--- src/design/tscr_pkg.sv ---
// ----------------------------------------------------------------------------
// tscr_pkg
// Shared types and constants of the three-shunt current reconstruction block.
// ----------------------------------------------------------------------------
package tscr_pkg;

   localparam logic [1:0] OP_SAMPLE = 2'd0;
   localparam logic [1:0] OP_UPDATE = 2'd1;
   localparam logic [1:0] OP_CSTART = 2'd2;
   localparam logic [1:0] OP_CTICK  = 2'd3;

   localparam logic [1:0] CPH_IDLE = 2'd0;
   localparam logic [1:0] CPH_AB   = 2'd1;
   localparam logic [1:0] CPH_C    = 2'd2;

   localparam logic [1:0] REG_GAIN_A = 2'd0;
   localparam logic [1:0] REG_GAIN_B = 2'd1;
   localparam logic [1:0] REG_GAIN_C = 2'd2;
   localparam logic [1:0] REG_TICKS  = 2'd3;

   localparam logic [15:0] OFFSET_RESET = 16'd32768;
   localparam logic [15:0] GAIN_RESET   = 16'd27500;
   localparam logic [7:0]  TICK_RESET   = 8'd25;
   localparam logic [2:0]  SECTOR_RESET = 3'd3;
   localparam logic [15:0] COUNT_MAX    = 16'hFFFF;

   // Commands from controller to datapath.
   typedef struct packed {
      logic       exec;      // apply the accepted request
      logic       div_start; // load divider
      logic       div_step;  // one quotient bit
      logic [1:0] div_sel;   // 0 phase A, 1 phase B, 2 phase C
      logic       div_write; // store quotient into offset
   } tscr_cmd_type;

   typedef struct packed {
      logic       end_ab;    // tick ends phase A/B
      logic       end_c;     // tick ends phase C
      logic       have_cnt;  // sample count nonzero
   } tscr_stat_type;

   function automatic logic [3:0] chan1(input logic [2:0] s);
      case (s)
         3'd0, 3'd5: chan1 = 4'd8;
         default:    chan1 = 4'd7;
      endcase
   endfunction

   function automatic logic [3:0] chan2(input logic [2:0] s);
      case (s)
         3'd3, 3'd4: chan2 = 4'd8;
         default:    chan2 = 4'd9;
      endcase
   endfunction

endpackage

--- src/design/tscr_ctrl.sv ---
// ----------------------------------------------------------------------------
// tscr_ctrl
// Sequencer: handshake, one execute cycle, then bit-serial divide passes on phase end.
// ----------------------------------------------------------------------------
module tscr_ctrl #(
   parameter int SUM_BITS = 32
) (
   input  logic                    clock,
   input  logic                    reset,
   input  logic                    req_valid,
   output logic                    req_ready,
   output logic                    rsp_valid,
   input  logic                    rsp_ready,
   input  logic [1:0]              opcode,
   input  tscr_pkg::tscr_stat_type stat,
   output tscr_pkg::tscr_cmd_type  cmd
);

   localparam int CW = $clog2(SUM_BITS + 1);

   typedef enum logic [2:0] {S_IDLE, S_DLOAD, S_DRUN, S_DWR, S_OUT} state_type;

   state_type        state_ff, state_in;
   logic [CW-1:0]    cnt_ff, cnt_in;
   logic [1:0]       sel_ff, sel_in;
   logic             last_ff, last_in;   // final phase to divide
   logic             ab_ff, ab_in;

   always_comb begin
      state_in = state_ff;
      cnt_in   = cnt_ff;
      sel_in   = sel_ff;
      last_in  = last_ff;
      ab_in    = ab_ff;
      cmd      = '0;
      cmd.div_sel = sel_ff;
      case (state_ff)
         S_IDLE: begin
            if (req_valid) begin
               cmd.exec = 1'b1;
               state_in = S_OUT;
               if (opcode == tscr_pkg::OP_CTICK && stat.have_cnt &&
                   (stat.end_ab || stat.end_c)) begin
                  // exec stores results except offsets; divide follows
                  state_in = S_DLOAD;
                  ab_in    = stat.end_ab;
                  sel_in   = stat.end_ab ? 2'd0 : 2'd2;
                  last_in  = !stat.end_ab;
               end
            end
         end
         S_DLOAD: begin
            cmd.div_start = 1'b1;
            cnt_in   = CW'(SUM_BITS);
            state_in = S_DRUN;
         end
         S_DRUN: begin
            cmd.div_step = 1'b1;
            cnt_in = cnt_ff - 1'b1;
            if (cnt_ff == CW'(1)) state_in = S_DWR;
         end
         S_DWR: begin
            cmd.div_write = 1'b1;
            if (last_ff) begin
               state_in = S_OUT;
            end else begin
               sel_in   = 2'd1;
               last_in  = 1'b1;
               state_in = S_DLOAD;
            end
         end
         S_OUT: begin
            if (rsp_ready) state_in = S_IDLE;
         end
         default: state_in = S_IDLE;
      endcase
   end

   always_ff @(posedge clock) begin
      if (reset) begin
         state_ff <= S_IDLE;
         cnt_ff   <= '0;
         sel_ff   <= '0;
         last_ff  <= 1'b0;
         ab_ff    <= 1'b0;
      end else begin
         state_ff <= state_in;
         cnt_ff   <= cnt_in;
         sel_ff   <= sel_in;
         last_ff  <= last_in;
         ab_ff    <= ab_in;
      end
   end

   assign req_ready = (state_ff == S_IDLE);
   assign rsp_valid = (state_ff == S_OUT) && !ab_ff || (state_ff == S_OUT) && ab_ff;

endmodule

--- src/design/tscr_dp.sv ---
// ----------------------------------------------------------------------------
// tscr_dp
// Datapath: sector buffers, current math, calibration sums, offset divider.
// ----------------------------------------------------------------------------
module tscr_dp #(
   parameter int SAMPLE_BITS = 16,
   parameter int SUM_BITS    = 32
) (
   input  logic                    clock,
   input  logic                    reset,
   input  tscr_pkg::tscr_cmd_type  cmd,
   output tscr_pkg::tscr_stat_type stat,
   input  logic [1:0]              opcode,
   input  logic [15:0]             adc1_sample,
   input  logic [15:0]             adc2_sample,
   input  logic [2:0]              new_sector,
   input  logic [15:0]             gain_a,
   input  logic [15:0]             gain_b,
   input  logic [15:0]             gain_c,
   input  logic [7:0]              tick_limit,
   output logic signed [15:0]      phase_cur_a,
   output logic signed [15:0]      phase_cur_b,
   output logic signed [15:0]      phase_cur_c,
   output logic signed [15:0]      milliamp_a,
   output logic signed [15:0]      milliamp_b,
   output logic signed [15:0]      milliamp_c,
   output logic [15:0]             raw_a,
   output logic [15:0]             raw_b,
   output logic [15:0]             raw_c,
   output logic [3:0]              chan1,
   output logic [3:0]              chan2,
   output logic [1:0]              status
);

   logic [2:0]  act_ff, pend_ff, force_ff;
   logic [15:0] off_ff [3];
   logic [1:0]  cph_ff;
   logic [7:0]  ticks_ff;
   logic [15:0] cnt_ff;
   logic [SUM_BITS-1:0] sum_ff [3];
   logic        calf_ff;
   logic signed [15:0] cur_ff [3];
   logic [15:0] raw_ff [3];
   logic [3:0]  ch1_ff, ch2_ff;
   logic signed [33:0] pa, pb, pc;

   // divider
   logic [SUM_BITS-1:0] quo_ff, dvd_ff;
   logic [16:0]         rem_ff;
   logic [17:0]         trial;

   logic [15:0] s1, s2;
   logic [7:0]  tick_nx;
   logic signed [17:0] ia, ib, ic;
   logic signed [17:0] oa, ob, oc, x1, x2;
   logic [2:0]  sreq, snew;

   function automatic logic signed [15:0] sat(input logic signed [17:0] v);
      if (v > 18'sd32767)       sat = 16'sd32767;
      else if (v < -18'sd32767) sat = -16'sd32767;
      else                      sat = v[15:0];
   endfunction

   always_comb begin
      s1 = 16'(adc1_sample & 16'((17'd1 << SAMPLE_BITS) - 17'd1));
      s2 = 16'(adc2_sample & 16'((17'd1 << SAMPLE_BITS) - 17'd1));
      tick_nx = ticks_ff + 8'd1;
      stat.end_ab  = (cph_ff == tscr_pkg::CPH_AB) && (tick_nx >= tick_limit);
      stat.end_c   = (cph_ff == tscr_pkg::CPH_C)  && (tick_nx >= tick_limit);
      stat.have_cnt = (cnt_ff != 16'd0);
      oa = 18'(off_ff[0]); ob = 18'(off_ff[1]); oc = 18'(off_ff[2]);
      x1 = 18'(s1); x2 = 18'(s2);
      if (act_ff == 3'd3 || act_ff == 3'd4) begin
         ia = 18'(sat(oa - x1));
         ib = 18'(sat(ob - x2));
      end else if (act_ff == 3'd5 || act_ff == 3'd0) begin
         ib = 18'(sat(ob - x1));
         ia = 18'(sat(x2 - oc - ib));
      end else begin
         ia = 18'(sat(oa - x1));
         ib = 18'(sat(x2 - oc - ia));
      end
      ic = 18'(sat(-ia - ib));
      sreq = (new_sector > 3'd5) ? 3'd5 : new_sector;
      snew = (cph_ff != tscr_pkg::CPH_IDLE) ? force_ff : sreq;
      if (snew > 3'd5) snew = 3'd5;
      trial = {rem_ff, dvd_ff[SUM_BITS-1]} - {2'b0, cnt_ff};
   end

   always_ff @(posedge clock) begin
      if (reset) begin
         act_ff   <= tscr_pkg::SECTOR_RESET;
         pend_ff  <= tscr_pkg::SECTOR_RESET;
         force_ff <= tscr_pkg::SECTOR_RESET;
         for (int i = 0; i < 3; i++) begin
            off_ff[i] <= tscr_pkg::OFFSET_RESET;
            sum_ff[i] <= '0;
            cur_ff[i] <= '0;
            raw_ff[i] <= '0;
         end
         cph_ff   <= tscr_pkg::CPH_IDLE;
         ticks_ff <= '0;
         cnt_ff   <= '0;
         calf_ff  <= 1'b0;
         ch1_ff   <= 4'd7;
         ch2_ff   <= 4'd8;
      end else begin
         if (cmd.exec) begin
            case (opcode)
               tscr_pkg::OP_SAMPLE: begin
                  if (cph_ff != tscr_pkg::CPH_IDLE) begin
                     if (cph_ff == tscr_pkg::CPH_AB) begin
                        sum_ff[0] <= sum_ff[0] + SUM_BITS'(s1);
                        sum_ff[1] <= sum_ff[1] + SUM_BITS'(s2);
                     end else begin
                        sum_ff[2] <= sum_ff[2] + SUM_BITS'(s2);
                     end
                     if (cnt_ff != tscr_pkg::COUNT_MAX) cnt_ff <= cnt_ff + 16'd1;
                  end else begin
                     cur_ff[0] <= ia[15:0];
                     cur_ff[1] <= ib[15:0];
                     cur_ff[2] <= ic[15:0];
                     raw_ff[0] <= (act_ff == 3'd5 || act_ff == 3'd0) ? 16'd0 : s1;
                     raw_ff[1] <= (act_ff == 3'd3 || act_ff == 3'd4) ? s2 :
                                  (act_ff == 3'd5 || act_ff == 3'd0) ? s1 : 16'd0;
                     raw_ff[2] <= (act_ff == 3'd3 || act_ff == 3'd4) ? 16'd0 : s2;
                  end
               end
               tscr_pkg::OP_UPDATE: begin
                  ch1_ff  <= tscr_pkg::chan1(snew);
                  ch2_ff  <= tscr_pkg::chan2(snew);
                  act_ff  <= pend_ff;
                  pend_ff <= snew;
               end
               tscr_pkg::OP_CSTART: begin
                  cph_ff   <= tscr_pkg::CPH_AB;
                  ticks_ff <= '0;
                  cnt_ff   <= '0;
                  for (int i = 0; i < 3; i++) sum_ff[i] <= '0;
                  force_ff <= 3'd4;
               end
               default: begin
                  if (cph_ff != tscr_pkg::CPH_IDLE) begin
                     ticks_ff <= tick_nx;
                     if (stat.end_ab) begin
                        cph_ff   <= tscr_pkg::CPH_C;
                        ticks_ff <= '0;
                        force_ff <= 3'd0;
                     end else if (stat.end_c) begin
                        cph_ff   <= tscr_pkg::CPH_IDLE;
                        ticks_ff <= '0;
                        calf_ff  <= 1'b1;
                     end
                  end
               end
            endcase
         end
         // after the phase B quotient is stored, the count and the phase C sum are cleared
         if (cmd.div_write) begin
            off_ff[cmd.div_sel] <= quo_ff[15:0];
            if (cmd.div_sel == 2'd1) begin
               cnt_ff    <= '0;
               sum_ff[2] <= '0;
            end
         end
      end
   end

   // Restoring divider, one quotient bit per cycle.
   always_ff @(posedge clock) begin
      if (cmd.div_start) begin
         dvd_ff <= sum_ff[cmd.div_sel];
         rem_ff <= '0;
         quo_ff <= '0;
      end else if (cmd.div_step) begin
         dvd_ff <= dvd_ff << 1;
         if (!trial[17]) begin
            rem_ff <= trial[16:0];
            quo_ff <= {quo_ff[SUM_BITS-2:0], 1'b1};
         end else begin
            rem_ff <= {rem_ff[15:0], dvd_ff[SUM_BITS-1]};
            quo_ff <= {quo_ff[SUM_BITS-2:0], 1'b0};
         end
      end
   end

   // Milliamp products, taken straight from the latched currents.
   always_comb begin
      pa = 34'(cur_ff[0]) * $signed({18'd0, gain_a});
      pb = 34'(cur_ff[1]) * $signed({18'd0, gain_b});
      pc = 34'(cur_ff[2]) * $signed({18'd0, gain_c});
   end

   assign phase_cur_a = cur_ff[0];
   assign phase_cur_b = cur_ff[1];
   assign phase_cur_c = cur_ff[2];
   assign milliamp_a  = pa[31:16];
   assign milliamp_b  = pb[31:16];
   assign milliamp_c  = pc[31:16];
   assign raw_a       = raw_ff[0];
   assign raw_b       = raw_ff[1];
   assign raw_c       = raw_ff[2];
   assign chan1       = ch1_ff;
   assign chan2       = ch2_ff;
   assign status      = (cph_ff != tscr_pkg::CPH_IDLE) ? 2'd1 : (calf_ff ? 2'd2 : 2'd0);

endmodule

--- src/design/three_shunt_current_reconstruct_core.sv ---
// Response: valid the cycle after a request is accepted, except that a
// calibration tick that closes a phase with samples first runs the divider
// states DLOAD, DRUN, DWR for each offset (two for phase A/B, one for phase C).
// Throughput: one request at a time; next request accepted after the response.
// Reset: synchronous, active high; restores sectors, offsets, gains, status.
// ----------------------------------------------------------------------------
// three_shunt_current_reconstruct_core
// Three-shunt motor phase current reconstruction with offset calibration.
// ----------------------------------------------------------------------------
module three_shunt_current_reconstruct_core #(
   parameter int SAMPLE_BITS = 16,
   parameter int SUM_BITS    = 32
) (
   input  logic               clock,
   input  logic               reset,
   input  logic               req_valid,
   output logic               req_ready,
   input  logic [1:0]         req_opcode,
   input  logic [15:0]        req_adc1_sample,
   input  logic [15:0]        req_adc2_sample,
   input  logic [2:0]         req_new_sector,
   output logic               rsp_valid,
   input  logic               rsp_ready,
   output logic signed [15:0] rsp_phase_cur_a,
   output logic signed [15:0] rsp_phase_cur_b,
   output logic signed [15:0] rsp_phase_cur_c,
   output logic signed [15:0] rsp_milliamp_a,
   output logic signed [15:0] rsp_milliamp_b,
   output logic signed [15:0] rsp_milliamp_c,
   output logic [15:0]        rsp_raw_phase_a,
   output logic [15:0]        rsp_raw_phase_b,
   output logic [15:0]        rsp_raw_phase_c,
   output logic [3:0]         rsp_adc1_channel,
   output logic [3:0]         rsp_adc2_channel,
   output logic [1:0]         rsp_calib_status,
   input  logic               psel,
   input  logic               penable,
   input  logic               pwrite,
   input  logic [3:0]         paddr,
   input  logic [31:0]        pwdata,
   output logic [31:0]        prdata,
   output logic               pready
);

   tscr_pkg::tscr_cmd_type  cmd;
   tscr_pkg::tscr_stat_type stat;

   // Configuration registers: gains and calibration tick limit.
   logic [15:0] gain_a_ff, gain_b_ff, gain_c_ff;
   logic [7:0]  tick_ff;
   logic        wr_en;

   assign pready = 1'b1;
   assign wr_en  = psel && penable && pwrite;

   always_ff @(posedge clock) begin
      if (reset) begin
         gain_a_ff <= tscr_pkg::GAIN_RESET;
         gain_b_ff <= tscr_pkg::GAIN_RESET;
         gain_c_ff <= tscr_pkg::GAIN_RESET;
         tick_ff   <= tscr_pkg::TICK_RESET;
      end else if (wr_en && paddr[1:0] == 2'b00) begin
         case (paddr[3:2])
            tscr_pkg::REG_GAIN_A: gain_a_ff <= pwdata[15:0];
            tscr_pkg::REG_GAIN_B: gain_b_ff <= pwdata[15:0];
            tscr_pkg::REG_GAIN_C: gain_c_ff <= pwdata[15:0];
            tscr_pkg::REG_TICKS:  tick_ff   <= pwdata[7:0];
            default: ;
         endcase
      end
   end

   // Read back the addressed register.
   always_comb begin
      case (paddr[3:2])
         tscr_pkg::REG_GAIN_A: prdata = {16'd0, gain_a_ff};
         tscr_pkg::REG_GAIN_B: prdata = {16'd0, gain_b_ff};
         tscr_pkg::REG_GAIN_C: prdata = {16'd0, gain_c_ff};
         tscr_pkg::REG_TICKS:  prdata = {24'd0, tick_ff};
         default:              prdata = '0;
      endcase
   end

   // Sequencer: accept, execute, divide on phase end, hold response.
   tscr_ctrl #(.SUM_BITS(SUM_BITS)) u_ctrl (
      .clock     (clock),
      .reset     (reset),
      .req_valid (req_valid),
      .req_ready (req_ready),
      .rsp_valid (rsp_valid),
      .rsp_ready (rsp_ready),
      .opcode    (req_opcode),
      .stat      (stat),
      .cmd       (cmd)
   );

   // Datapath: state registers, current math, calibration and divider.
   tscr_dp #(.SAMPLE_BITS(SAMPLE_BITS), .SUM_BITS(SUM_BITS)) u_dp (
      .clock       (clock),
      .reset       (reset),
      .cmd         (cmd),
      .stat        (stat),
      .opcode      (req_opcode),
      .adc1_sample (req_adc1_sample),
      .adc2_sample (req_adc2_sample),
      .new_sector  (req_new_sector),
      .gain_a      (gain_a_ff),
      .gain_b      (gain_b_ff),
      .gain_c      (gain_c_ff),
      .tick_limit  (tick_ff),
      .phase_cur_a (rsp_phase_cur_a),
      .phase_cur_b (rsp_phase_cur_b),
      .phase_cur_c (rsp_phase_cur_c),
      .milliamp_a  (rsp_milliamp_a),
      .milliamp_b  (rsp_milliamp_b),
      .milliamp_c  (rsp_milliamp_c),
      .raw_a       (rsp_raw_phase_a),
      .raw_b       (rsp_raw_phase_b),
      .raw_c       (rsp_raw_phase_c),
      .chan1       (rsp_adc1_channel),
      .chan2       (rsp_adc2_channel),
      .status      (rsp_calib_status)
   );

`ifndef ASSERT_OFF
   // A request is never taken while a response is still pending.
   a_no_overlap: assert property (@(posedge clock) disable iff (reset)
      rsp_valid |-> !req_ready) else $error("request accepted during response");

   // The datapath executes only on an accepted request.
   a_exec_acc: assert property (@(posedge clock) disable iff (reset)
      cmd.exec |-> (req_valid && req_ready)) else $error("execute without request");

   // Divider never starts and steps at once.
   a_div: assert property (@(posedge clock) disable iff (reset)
      !(cmd.div_start && cmd.div_step)) else $error("divider command clash");
`endif

endmodule
--- config.mk ---
export PLATFORM = sky130hd
export DESIGN_NAME = three_shunt_current_reconstruct_core
export DESIGN_NICKNAME = d
export VERILOG_FILES = /design/src/design/tscr_pkg.sv /design/src/design/tscr_ctrl.sv /design/src/design/tscr_dp.sv /design/src/design/three_shunt_current_reconstruct_core.sv
export SDC_FILE = /design/constraint.sdc
export NUM_CORES = 2
export LEC_CHECK = 0
export BUFFER_PORTS_ARGS = -buffer_cell sky130_fd_sc_hd__buf_2
export CAP_MARGIN = 0
export CORE_MARGIN = 2
export CORE_UTILIZATION = 35
export DETAILED_ROUTE_END_ITERATION = 8
export GPL_ROUTABILITY_DRIVEN = 0
export PLACE_DENSITY_LB_ADDON = 0.12
export SLEW_MARGIN = 20
export SYNTH_ARGS = -nofsm -noshare
export SYNTH_HDL_FRONTEND = slang
export SYNTH_SLANG_ARGS = --single-unit
--- constraint.sdc ---
create_clock -name clock -period 18.2 [get_ports clock]
set_input_delay 3.64 -clock clock [delete_from_list [all_inputs] [get_ports clock]]
set_output_delay 3.64 -clock clock [all_outputs]
set_load 0.02 [all_outputs]
==> impl_results.md <==
- Status: finished clean
- First-pass GRT wire length: approximately 250000 um
- Largest net degree at the start of global routing: between 70 and 80
- Critical-path maximum fanout: 12
- Slew margin rel.: 0.292
- Starting DRT DRC Count: between 2000 and 3000
- Synth area leaders: fa_1 (23%), edfxtp_1 (14%), ha_1 (13%)
- Final Hold Fails: 0
- CTS tree: built
- Clk pin slew, worst setup/hold paths: around 60 ps
- Root buf cell: clkbuf_16
- Clock Skews: 74.8 ps
- Reg2Reg Launch Point: u_dp.off_ff[0][0]
- Crit path top cell by count: ha_1
- Kind of critical path: input pin to flip-flop
- R2r endpoint: u_dp.cur_ff[0][45]
- Sink Count: roughly 410
- Nets: 7224
- RSZ-0062 raised after global routing: false
- Seq/Total Area, Yosys: 0.205
- Num rows: ~140
- Vias post-DR: 40874
- DR WL/cell: between 15 and 20 um
- Worst slew pin tran: 1060 ps
- Die width: ~400 um
- Max Root-Sink Buffers: 3
- Max Clk Rate: 71.5 MHz
- CTS buffer count: 51
- Starting Density: 0.352
- Core area: roughly 150000 um2
- Hold path cells: 2
- Total power: between 0.007 and 0.008 W
- Via/cell ratio: 5.12
- Final hold slack: around 440 ps
- Num ports: roughly 270
- Post-synth top cells: inv_1 (850), nand2_1 (764), fa_1 (590)
- Hold Path End: u_dp.pend_ff[1]
- WP data required: around 19000 ps
- PostCTS Resize Cnt: 0
- Clock Latency Late Sink: 660 ps
- Leakage dissipation: roughly 27 nW
- Hold_buf cts: 0
- Area Growth Syn to Fin: 9.81%
- Die area: roughly 150000 um2
- Dpl ws: about 3800 ps
- Hold Crit Start: u_dp.pend_ff[1]
- Setup bufs post-CTS: 0
- PnR worst setup slack: roughly 4200 ps
- Critical path arrival: between 10000 and 15000 ps
- Worst Reg-to-Reg Cells: 40
- Vias in the first global route: roughly 41000
- Pwr Density: 139 nW/um2
- Max-cap violations: 0
- Synth cell types: 92
- First-pass DRT Iterations: 5
- Endpoint class of the critical path: flip-flop
- Hpwl dp: ~120000 um
- Slowest stage cell, crit path: or4_1
- DRT antenna net count: 0
- Period minus WS final: ~14000 ps
- IO buf count: 232
- Syn_area_per_cell: slightly below 9 um2
- Yosys warning total: 0
- HP Class: flip-flop to flip-flop
- Synth Register Bits: between 400 and 500
- # DRC: 0
- Synth Flop Type: edfxtp_1
- Cell area after synthesis: 52000 um2
- # setup viols final: 0
- CTS H-tree lvls: 2
- R2r setup slk: 7170 ps
- Post-Route WL: about 160000 um
- CP max stage delay: between 500 and 600 ps
- Fill cells: 15069
- Top-count cell post-synth: inv_1
- Critical path launch point type: input pin
- Sum Neg Setup Slack: 0 ps
- Top cell type's share of synthesized area: 0.227
- Asr flop ratio synth: 0
- Gr ovfl total: 0
- Number of synthesized flops with an enable pin: between 200 and 250
- Post-synthesis cell count: ~5900
- Tcrit/Tclk final: 0.768
- Share of cells above drive strength 1: 0.0780
- Overall routing resource usage: 0.209
- Leading area contributor after synthesis: fa_1
- Die height: a little under 400 um
- VDD IR max: about 0.00033 V
- Initial antenna violation count: 13
- Max-slew violations: 0
-- kinds of logic after synthesis --
| logic type | Yosys count | synth area share |
|---|---|---|
| AOI/OAI and AO/OA | 900 | 0.113 |
| adders and majority gates | 1149 | 0.361 |
| DFF | 413 | 0.205 |
| buffers and inverters | 1111 | 0.0819 |
| xor gates and xnor gates | 231 | 0.0389 |
| other | 2 | 0.000144 |
| and+or+nand+nor | 1992 | 0.183 |
| muxes | 74 | 0.0162 |
-- critical path, delay by kind of cell --
| kind | cells | cell delay, ps |
|---|---|---|
| buffers and inverters | 4 | 500 |
| XOR/XNOR | 2 | 360 |
| adder cells (fa/ha/maj) | 6 | 1990 |
| AO/OA/AOI/OAI | 17 | 4920 |
| AND/OR/NAND/NOR | 10 | 2990 |
-- state kept, by name, summed over array words and instances (netlist names), 16 cells and up, named ones only --
register,count
u_dp.raw_ff,48
gain_b_ff,16
gain_c_ff,16
u_dp.quo_ff,16
u_dp.cur_ff,48
u_dp.rem_ff,17
u_dp.off_ff,48
u_dp.sum_ff,96
u_dp.cnt_ff,16
u_dp.dvd_ff,32
gain_a_ff,16
-- layer usage --
layer	track usage	vias to the layer above	wire length (um)
met1	0.290	20304	74200
met4	0.0452	10	3310
met5	0	-	49
li1	-	19592	-
met3	0.0209	150	6780
met2	0.352	818	74700
-- metrics by stage --
| step | instances | instance area (um2) | util |
|---|---|---|---|
| floorplan | 5890 | 52100 | - |
| global placement | 7882 | 55400 | 0.375 |
| detailed placement | 7882 | 55400 | 0.375 |
| CTS | 7978 | 57100 | 0.387 |
| global route | 7978 | 57100 | 0.387 |
| finish | 7986 | 57100 | 0.387 |
-- layout make-up --
| type | instances | area, um2 | share of cell area |
|---|---|---|---|
| inverter | 850 | 3190 | 0.0558 |
| clock buffer | 67 | 1420 | 0.0248 |
| multi-input combinational | 4366 | 37300 | 0.653 |
| timing repair buffer | 323 | 1840 | 0.0323 |
| tap | 1930 | 2410 | 0.0423 |
| clock inverter | 29 | 294 | 0.00515 |
| sequential | 413 | 10700 | 0.187 |
| antenna | 8 | 20.0 | 0.000350 |
-- layout by cell type (no fill, tap or decap), drive strengths merged, types with 20 or more instances in the layout --
cell type / synthesis / layout
o21ai: 172 / 172
conb: 2 / 20
xnor2: 140 / 140
nand2: 764 / 764
o211ai: 32 / 32
nor2: 343 / 343
ha: 549 / 549
mux2i: 65 / 65
nand4: 29 / 29
fa: 590 / 590
nand3: 101 / 101
inv: 850 / 854
buf: 40 / 323
dfxtp: 173 / 173
a22o: 20 / 20
nor2b: 46 / 46
a211oi: 28 / 28
or2: 22 / 22
nor3: 116 / 116
clkinv: 0 / 20
o21bai: 21 / 21
nand2b: 67 / 67
or3: 32 / 32
and3: 36 / 36
edfxtp: 240 / 240
clkbuf: 221 / 67
a21oi: 262 / 262
and2: 352 / 352
a22oi: 30 / 30
a21o: 70 / 70
o21a: 63 / 63
a31oi: 26 / 26
xor2: 91 / 91
-- power breakdown --
group          switching, W  leakage, nW  internal (W)  total [W]
clock              0.000445        0.837      0.000597    0.00104
sequential        0.0000611         3.84       0.00103    0.00109
combinational       0.00348         21.8       0.00234    0.00582
total               0.00398         26.5       0.00397    0.00796
-- worst max-delay path by stage --
| stage | cells past startpoint | slack, ps | end | startpoint |
|---|---|---|---|---|
| 2_1_floorplan | 38 | 5750 | u_dp.cur_ff[0][32] | req_adc1_sample[0] |
| 3_3_place_gp | 39 | 3820 | u_dp.cur_ff[0][45] | req_adc1_sample[10] |
| 3_5_place_dp | 39 | 3770 | u_dp.cur_ff[0][45] | req_adc1_sample[10] |
| 4_1_cts | 39 | 4360 | u_dp.cur_ff[0][45] | req_adc1_sample[10] |
| 5_1_grt | 39 | 3770 | u_dp.cur_ff[0][45] | req_adc1_sample[10] |
| 6_report | 39 | 4210 | u_dp.cur_ff[0][45] | req_adc1_sample[10] |
Note: power is estimated with default switching activity, not from simulation.
